File: config.mk
export PLATFORM = sky130hd
export DESIGN_NAME = sgi_div_step
export DESIGN_NICKNAME = d
export VERILOG_FILES = /design/src/sv/sgi_pkg.sv /design/src/sv/sgi_div_step.sv
export SDC_FILE = /design/constraint.sdc
export NUM_CORES = 1
export LEC_CHECK = 0
export ABC_AREA = 1
export BUFFER_PORTS_ARGS = -buffer_cell sky130_fd_sc_hd__buf_2
export CAP_MARGIN = 5
export CORE_UTILIZATION = 45
export DETAILED_ROUTE_END_ITERATION = 16
export PLACE_DENSITY = 0.67
export SLEW_MARGIN = 30
export SYNTH_ARGS = -nofsm -noshare
export SYNTH_HDL_FRONTEND = slang
export SYNTH_SLANG_ARGS = --single-unit
File: constraint.sdc
create_clock -name clk -period 4.8 [get_ports clk]
set_input_delay 0.48 -clock clk [delete_from_list [all_inputs] [get_ports clk]]
set_output_delay 0.48 -clock clk [all_outputs]
set_load 0.02 [all_outputs]
File: src/sv/sgi_pkg.sv
// Shared widths and the divider stage record for the segment intersection unit.
package sgi_pkg;

  localparam int COORD_W   = 16;
  localparam int DIFF_W    = COORD_W + 1;
  localparam int PROD_W    = 2 * DIFF_W;
  localparam int CROSS_W   = PROD_W + 1;
  localparam int MAG_W     = PROD_W;
  localparam int ACC_W     = MAG_W + 2;
  localparam int Q_W       = COORD_W;
  localparam int DIV_STEPS = Q_W;
  localparam int SUM_W     = COORD_W + 2;

  typedef struct packed {
    logic                      hit;
    logic                      neg_x;
    logic                      neg_y;
    logic [MAG_W-1:0]          den;
    logic [MAG_W-1:0]          num;
    logic [Q_W-1:0]            mul_x;
    logic [Q_W-1:0]            mul_y;
    logic [MAG_W-1:0]          rem_x;
    logic [MAG_W-1:0]          rem_y;
    logic [Q_W-1:0]            q_x;
    logic [Q_W-1:0]            q_y;
    logic signed [COORD_W-1:0] org_x;
    logic signed [COORD_W-1:0] org_y;
  } div_t;

endpackage

File: src/sv/sgi_div_step.sv
// One registered step of the scaled divider: floor(num * mul / den), one multiplier bit per step.
module sgi_div_step (
  input  logic          clk,
  input  logic          load,
  input  sgi_pkg::div_t din,
  output sgi_pkg::div_t dout
);

  function automatic logic [sgi_pkg::MAG_W+sgi_pkg::Q_W-1:0] lane_step(
    input logic [sgi_pkg::MAG_W-1:0] rem,
    input logic [sgi_pkg::MAG_W-1:0] num,
    input logic [sgi_pkg::MAG_W-1:0] den,
    input logic                      b,
    input logic [sgi_pkg::Q_W-1:0]   q
  );
    logic [sgi_pkg::ACC_W:0]   acc;
    logic [sgi_pkg::ACC_W:0]   sub1;
    logic [sgi_pkg::ACC_W:0]   sub2;
    logic [sgi_pkg::MAG_W-1:0] r;
    logic [sgi_pkg::Q_W-1:0]   qs;
    logic [sgi_pkg::Q_W-1:0]   qn;
    acc  = {2'b00, rem, 1'b0} + (b ? {3'b000, num} : '0);
    sub1 = acc - {3'b000, den};
    sub2 = acc - {2'b00, den, 1'b0};
    qs   = {q[sgi_pkg::Q_W-2:0], 1'b0};
    if (!sub2[sgi_pkg::ACC_W]) begin
      r  = sub2[sgi_pkg::MAG_W-1:0];
      qn = qs + {{(sgi_pkg::Q_W-2){1'b0}}, 2'b10};
    end else if (!sub1[sgi_pkg::ACC_W]) begin
      r  = sub1[sgi_pkg::MAG_W-1:0];
      qn = qs | {{(sgi_pkg::Q_W-1){1'b0}}, 1'b1};
    end else begin
      r  = acc[sgi_pkg::MAG_W-1:0];
      qn = qs;
    end
    return {r, qn};
  endfunction

  sgi_pkg::div_t dnext;

  always_comb begin
    dnext = din;
    {dnext.rem_x, dnext.q_x} = lane_step(din.rem_x, din.num, din.den,
                                         din.mul_x[sgi_pkg::Q_W-1], din.q_x);
    {dnext.rem_y, dnext.q_y} = lane_step(din.rem_y, din.num, din.den,
                                         din.mul_y[sgi_pkg::Q_W-1], din.q_y);
    dnext.mul_x = {din.mul_x[sgi_pkg::Q_W-2:0], 1'b0};
    dnext.mul_y = {din.mul_y[sgi_pkg::Q_W-2:0], 1'b0};
  end

  always_ff @(posedge clk) begin
    if (load) begin
      dout <= dnext;
    end
  end

endmodule

After elaboration in Yosys (flattened, before gate mapping)
Index checks and enable logic that the tools add are counted.
{ "op_classes": {"mux": 10, "addsub": 8} }
{ "op_table": {"columns": ["op", "n"], "rows": [
  ["$mux W34", 6],
  ["$sub A36 B34 Y37", 2],
  ["$sub A36 B35 Y37", 2],
  ["$add A35 B34 Y36", 2],
  ["$add A16 B2 Y16 const B", 2],
  ["$mux W16", 2],
  ["$mux W1", 2]
]} }
{ "totals": {"input_bits": 237, "out_inout_bits": 235, "register_bits": 233} }

Longest topological paths before layout
Gate-level depths: netlist (run 1).
{ "depth": {"word_depth": 5, "depth_mapped": 36, "mapped_depth_nobuf": 33} }

Worst setup path before layout (run 1)
Ideal clock, no wire load.
{ "synth_path": {"path_kind": "input -> register", "from": "input port din[163] (netlist name)", "to": "register dout[106] (netlist name), data pin", "path_buffers": 3, "t_arrival_ns": 3.840, "setup_slack_ns": 0.704, "path_stages": 29, "cell_sequence": "clkbuf_1 -> clkbuf_1 -> nand2_1 -> inv_1 -> ha_1 -> fa_1 -> nand3_1 -> nand3_1 -> nand2_1 -> nand2_1 -> nand2_1 -> nand2_1 -> xnor2_1 -> inv_1 -> ha_1 -> nand2_1 -> nor2_1 -> inv_1 -> nor3_2 -> nand2_1 -> nand2_1 -> nand2_1 -> nand2_1 -> nand2_2 -> nand3_4 -> buf_6 -> nand2_1 -> nand3_1 -> nand2_1"} }
{ "synth_lines": {"columns": ["item", "line", "source"], "rows": [
  ["from (decl)", "sgi_div_step.sv:5", "input sgi_pkg::div_t din,"],
  ["to (signal assigned)", "sgi_div_step.sv:53", "dout <= dnext;"],
  ["to (decl)", "sgi_div_step.sv:6", "output sgi_pkg::div_t dout"]
]} }

==> results by group, run 1 <==
Status
  • Outcome: finished clean

Final layout
  • Total Nets Final: 4,728
  • Post-layout util: 0.563
  • Most frequent cells in the layout: nand2_1 (1,182), inv_1 (615), buf_2 (466), nor2_1 (307), nand3_1 (259)
  • Reg with most FFs: dout
  • Layout cells sized above 1: 0.181
  • Max FFs per register: 233
  • Largest registers: dout: 233 flops
  • Area Growth Syn to Fin: 23.5%
  • Commonest non-fill, non-tap cell in the layout: nand2_1
  • Final cell count without fillers: 4,987
  • Cell area after layout: 0.0296 mm²

GRT
  • GR Overflow Total: 0
  • Vias in the first global route: 23,885
  • Largest net degree at the start of global routing: 100
  • Global-route wire length before repair: 135,000 µm
  • Initial antenna violation count: 3
  • Tot GR Track Use: 0.329

Pwr
  • Lkg Pwr: 16.0 nW
  • P per Cell Area: 359 mW/mm²
  • Peak supply drop: 0.252 mV
  • Tot Pwr: 10.6 mW

Worst setup path
  • Max FO, Critical Path: 29
  • CP Capture Type: flop
  • Critical Path AT: 4.79 ns
  • CP Class: in -> reg
  • Worst EP required: 5.22 ns
  • Crit start category: input pin

Clock network
  • H-tree depth: 1
  • Hold buffers post-CTS: 0
  • CTS Buf Count: 26
  • CTS Buffer Depth: 3
  • Clock sinks: 233
  • Root buf cell: clkbuf_16
  • Clock transition at the registers of the reported paths: 0.06 ns
  • CTS tree: done

Route
  • DR DRC count: 0
  • DR iter-0 viols: 2,284
  • DR WL/cell: 18.2 µm
  • Vias/cell: 5.12
  • Antenna Nets Post-Route: 0
  • DR pass1 iterations: 6
  • WL final: 90,800 µm
  • Vias: 25,511

Floorplan
  • Die W: 233 µm
  • # rows: 84
  • Ports: 472
  • Initial core utilization: 0.456
  • Die area: 0.0542 mm²
  • Total core area: 0.0526 mm²
  • Die height: 233 µm

Logic synthesis
  • Syn Area/Cell: 6.65 µm²
  • Cells after Synth: 3,604
  • Synth warn: 0
  • Yosys reg bits: 233
  • Syn Std Cell Area: 0.0240 mm²
  • Count of cell types in the netlist: 44
  • Sequential-to-total area share from yosys stat: 0.292

Timing
  • Final WS setup: 0.425 ns
  • Minimum clock period: 4.37 ns
  • Max-slew headroom: 0.506
  • Fin. Hold Viols: 0
  • RSZ-0062 raised after global routing: no
  • Max Clock Freq: 0.229 GHz
  • Setup violators final: 0
  • Worst slew pin tran: 0.741 ns
  • Fin. max-slew vios: 0
  • Final period util: 0.911

Place
  • Post-place setup slack: -0.0953 ns
  • DP HPWL: 77,900 µm
  • Port Buf Inserts: 467
  • Placed Area: 0.0288 mm²
  • Placed cell count: 4,941
  • Final GP Congestion: 1.01

Hold path
  • Worst Hold Class: in -> reg

Run
  • Maxcap violations: 0
worst max-delay path, cell delays in order:
cell and delay (ns):
buf_2 0.19, buf_12 0.18, nand2_1 0.06, inv_1 0.04, ha_1 0.35, nand2_1 0.12, nor2_2 0.18, inv_1 0.08
nor3_1 0.20, nand2_1 0.08, nand2_1 0.15, xor2_1 0.22, buf_4 0.17, inv_1 0.06, buf_4 0.14, ha_1 0.32
a21oi_1 0.21, o21ai_1 0.12, a21oi_1 0.22, nand2_1 0.14, nand2_1 0.10, nand2_2 0.05, nand2_1 0.07, nand2_2 0.10
a21oi_4 0.27, buf_12 0.21, nand3_1 0.15, nand2_1 0.12
metal layers:
layer / global-route usage / wire [µm] / vias up
met5: 0 / 13 / -
met2: 0.553 / 42400 / 823
met3: 0.0325 / 5740 / 142
met1: 0.436 / 39400 / 11566
li1: - / - / 12978
met4: 0.116 / 3300 / 2
cells in the mapped netlist, drive strengths merged:
cell type / count / area, µm²
xor2: 104 / 911
nor3: 27 / 140
nand2: 1194 / 4530
nor3b: 1 / 12.5
o211ai: 5 / 37.5
a211oi: 3 / 22.5
a21boi: 6 / 45.0
nand4: 69 / 432
edfxtp: 233 / 7000
a31o: 1 / 8.76
nand3b: 26 / 195
a31oi: 9 / 56.3
fa: 6 / 120
a21o: 11 / 83.8
inv: 618 / 2320
or2: 4 / 25.0
and3: 2 / 12.5
o21bai: 31 / 233
a21oi: 217 / 1120
clkbuf: 9 / 35.0
nand3: 260 / 1310
nor4: 14 / 87.6
o21a: 8 / 60.1
o21ai: 126 / 631
clkinv: 4 / 15.0
buf: 41 / 292
xnor2: 51 / 447
conb: 1 / 3.75
ha: 204 / 2550
nor2: 319 / 1230
worst paths after layout:
check                 startpoint        to  slack [ns]  cells past startpoint
worst min-delay path      din[9]   dout[9]        0.08                      1
worst max-delay path    din[147]  dout[77]        0.43                     28
metrics by stage:
step | setup TNS, ns | hold WS, ns
after floorplan | 0 | 0.579
after global placement | -2.49 | 0.656
after detailed placement | -1.91 | 0.658
after CTS | 0 | 0.0488
after global routing | 0 | 0.0658
final | 0 | 0.0766
where the power goes:
group          total [mW]  switching [mW]  internal, mW
clock                1.97           0.859          1.11
sequential           2.76          0.0760          2.69
combinational        5.89            3.79          2.10
cell families after synthesis:
| kind of cell | synth area share |
|---|---|
| simple gates | 0.333 |
| xor+xnor | 0.0566 |
| other cells | 0.000156 |
| fa+ha+maj | 0.111 |
| flops | 0.292 |
| compound gates | 0.0958 |
| buf+inv | 0.111 |
repair_timing:
action,in CTS,in global routing
endpoints found under the hold margin,0,0
setup buffers,0,0
resized for setup,0,1
endpoints found under the setup margin,0,23
final cells by class:
type | count | area, µm²
Timing Repair Buffer | 698 | 4270
Antenna cell | 1 | 2.50
Multi-Input combinational cell | 2700 | 14300
Sequential cell | 233 | 7000
Clock inverter | 12 | 141
Tap cell | 688 | 861
Clock buffer | 33 | 677
Fill cell | 5348 | 22900
Inverter | 622 | 2330
Note: power is estimated with default switching activity, not from simulation.
==> run 2, diff against run 1 <==
--- a/config.mk
+++ b/config.mk
@@ -9,6 +9,7 @@
 export BUFFER_PORTS_ARGS = -buffer_cell sky130_fd_sc_hd__buf_2
 export CAP_MARGIN = 5
 export CORE_UTILIZATION = 45
+export CTS_BUF_LIST = sky130_fd_sc_hd__clkbuf_8 sky130_fd_sc_hd__clkbuf_16
 export DETAILED_ROUTE_END_ITERATION = 16
 export PLACE_DENSITY = 0.67
 export SLEW_MARGIN = 30
==> results by group, run 2 (synthesis results as in run 1) <==
Status
  • Outcome: finished clean

Route
  • DR WL/cell: 18.2 µm
  • Vias/cell: 5.11
  • WL final: 90,600 µm
  • Antenna Nets Post-Route: 0
  • DR pass1 iterations: 6
  • DR DRC count: 0
  • Vias: 25,481
  • DR iter-0 viols: 2,223

Floorplan
  • Die height: 233 µm
  • # rows: 84
  • Initial core utilization: 0.456
  • Ports: 472
  • Total core area: 0.0526 mm²
  • Die W: 233 µm
  • Die area: 0.0542 mm²

Pwr
  • Switching Share: 0.445
  • Internal Power: 5.89 mW
  • Lkg Pwr: 16.1 nW
  • Part of the power in registers: 0.260
  • Combinational share of power: 0.555
  • Clock power share: 0.185
  • Net Sw Power: 4.73 mW
  • Peak supply drop: 0.254 mV
  • P per Cell Area: 359 mW/mm²

Final layout
  • Commonest non-fill, non-tap cell in the layout: nand2_1
  • Layout cells sized above 1: 0.181
  • Reg with most FFs: dout
  • Final cell count without fillers: 4,987
  • Most frequent cells in the layout: nand2_1 (1,182), inv_1 (622), buf_2 (466), nor2_1 (307), nand3_1 (259)
  • Total Nets Final: 4,728
  • Max FFs per register: 233
  • Area Growth Syn to Fin: 23.5%
  • Post-layout util: 0.563
  • Fillers: 5,348
  • Largest registers: dout: 233 flops

Place
  • Port Buf Inserts: 467
  • DP HPWL: 77,900 µm
  • Final GP Congestion: 1.01
  • Post-place setup slack: -0.0953 ns
  • Placed cell count: 4,941

Clock network
  • CTS Buf Count: 26
  • CTS tree: done
  • Hold buffers post-CTS: 0
  • Root buf cell: clkbuf_16
  • Post-CTS Resized: 0
  • Post-CTS Setup Inserts: 0
  • CTS Buffer Depth: 3
  • H-tree depth: 1
  • Clock transition at the registers of the reported paths: 0.06 ns
  • Clock sinks: 233

Worst setup path
  • Max FO, Critical Path: 29
  • Setup crit start: din[147]
  • CP Class: in -> reg
  • Crit start category: input pin
  • Critical Path AT: 4.82 ns
  • CP Capture Type: flop
  • Worst EP required: 5.22 ns

Timing
  • Post-route setup TNS: 0 ns
  • Max Clock Freq: 0.227 GHz
  • Fin. max-slew vios: 0
  • Minimum clock period: 4.40 ns
  • Setup violators final: 0
  • Final WS setup: 0.398 ns
  • Fin. Hold Viols: 0
  • Worst slew pin tran: 0.743 ns
  • Max-slew headroom: 0.504
  • Worst hold slack: 0.0755 ns
  • Final period util: 0.917
  • RSZ-0062 raised after global routing: no

Run
  • Maxcap violations: 0

GRT
  • Largest net degree at the start of global routing: 100
  • Tot GR Track Use: 0.329
  • Vias in the first global route: 23,885
  • Global-route wire length before repair: 135,000 µm
  • Initial antenna violation count: 3
  • GR Overflow Total: 0

Hold path
  • Hold path startpoint: din[9]
  • Worst Hold Class: in -> reg
-- run 2: cell types whose count changed in the layout (fill, tap and decap cells not counted), sizes merged --
| cell | delta |
|---|---|
| clkbuf | -7 |
| inv | +7 |
-- run 2: critical path: stages --
cell     delay [ns]
buf_2          0.19
buf_12         0.18
nand2_1        0.06
inv_1          0.04
ha_1           0.35
nand2_1        0.12
nor2_2         0.18
inv_1          0.08
nor3_1         0.22
nand2_1        0.09
nand2_1        0.15
xor2_1         0.22
buf_4          0.17
inv_1          0.07
buf_4          0.14
ha_1           0.32
a21oi_1        0.21
o21ai_1        0.12
a21oi_1        0.22
nand2_1        0.14
nand2_1        0.10
nand2_2        0.05
nand2_1        0.07
nand2_2        0.10
a21oi_4        0.27
buf_12         0.21
nand3_1        0.15
nand2_1        0.12
-- run 2: cell type report --
type	instances	area [µm²]	area share
multi-input combinational	2700	14300	0.484
sequential	233	7000	0.236
timing repair buffer	698	4270	0.144
inverter	622	2330	0.0789
tap	688	861	0.0291
clock buffer	26	651	0.0220
clock inverter	19	168	0.00566
antenna	1	2.50	0.0000845
-- run 2: power groups by stage --
stage	clock network, mW	logic [mW]	registers [mW]
floorplan	0	3.18	3.25
global placement	0	5.79	2.80
detailed placement	0	5.80	2.80
CTS	2.01	5.83	2.77
global route	2.06	6.47	2.79
finish	1.96	5.89	2.76
-- run 2: worst paths after layout --
| kind | end | slack (ns) | cells after the start |
|---|---|---|---|
| setup / recovery | dout[77] | 0.40 | 28 |
| hold / removal | dout[9] | 0.08 | 1 |
-- run 2: layer usage --
| metal | GRT usage | share of wire | vias to the layer above |
|---|---|---|---|
| met5 | 0 | 0.00011 | - |
| met4 | 0.116 | 0.037 | 2 |
| met3 | 0.0325 | 0.063 | 143 |
| met2 | 0.553 | 0.47 | 836 |
| met1 | 0.436 | 0.43 | 11522 |
| li1 | - | - | 12978 |
-- run 2: metrics by stage --
step / power, mW / instance area (µm²)
after floorplan: 6.43 / 24000
after global placement: 8.59 / 28800
after detailed placement: 8.60 / 28800
after CTS: 10.6 / 29600
after global routing: 11.3 / 29600
final: 10.6 / 29600
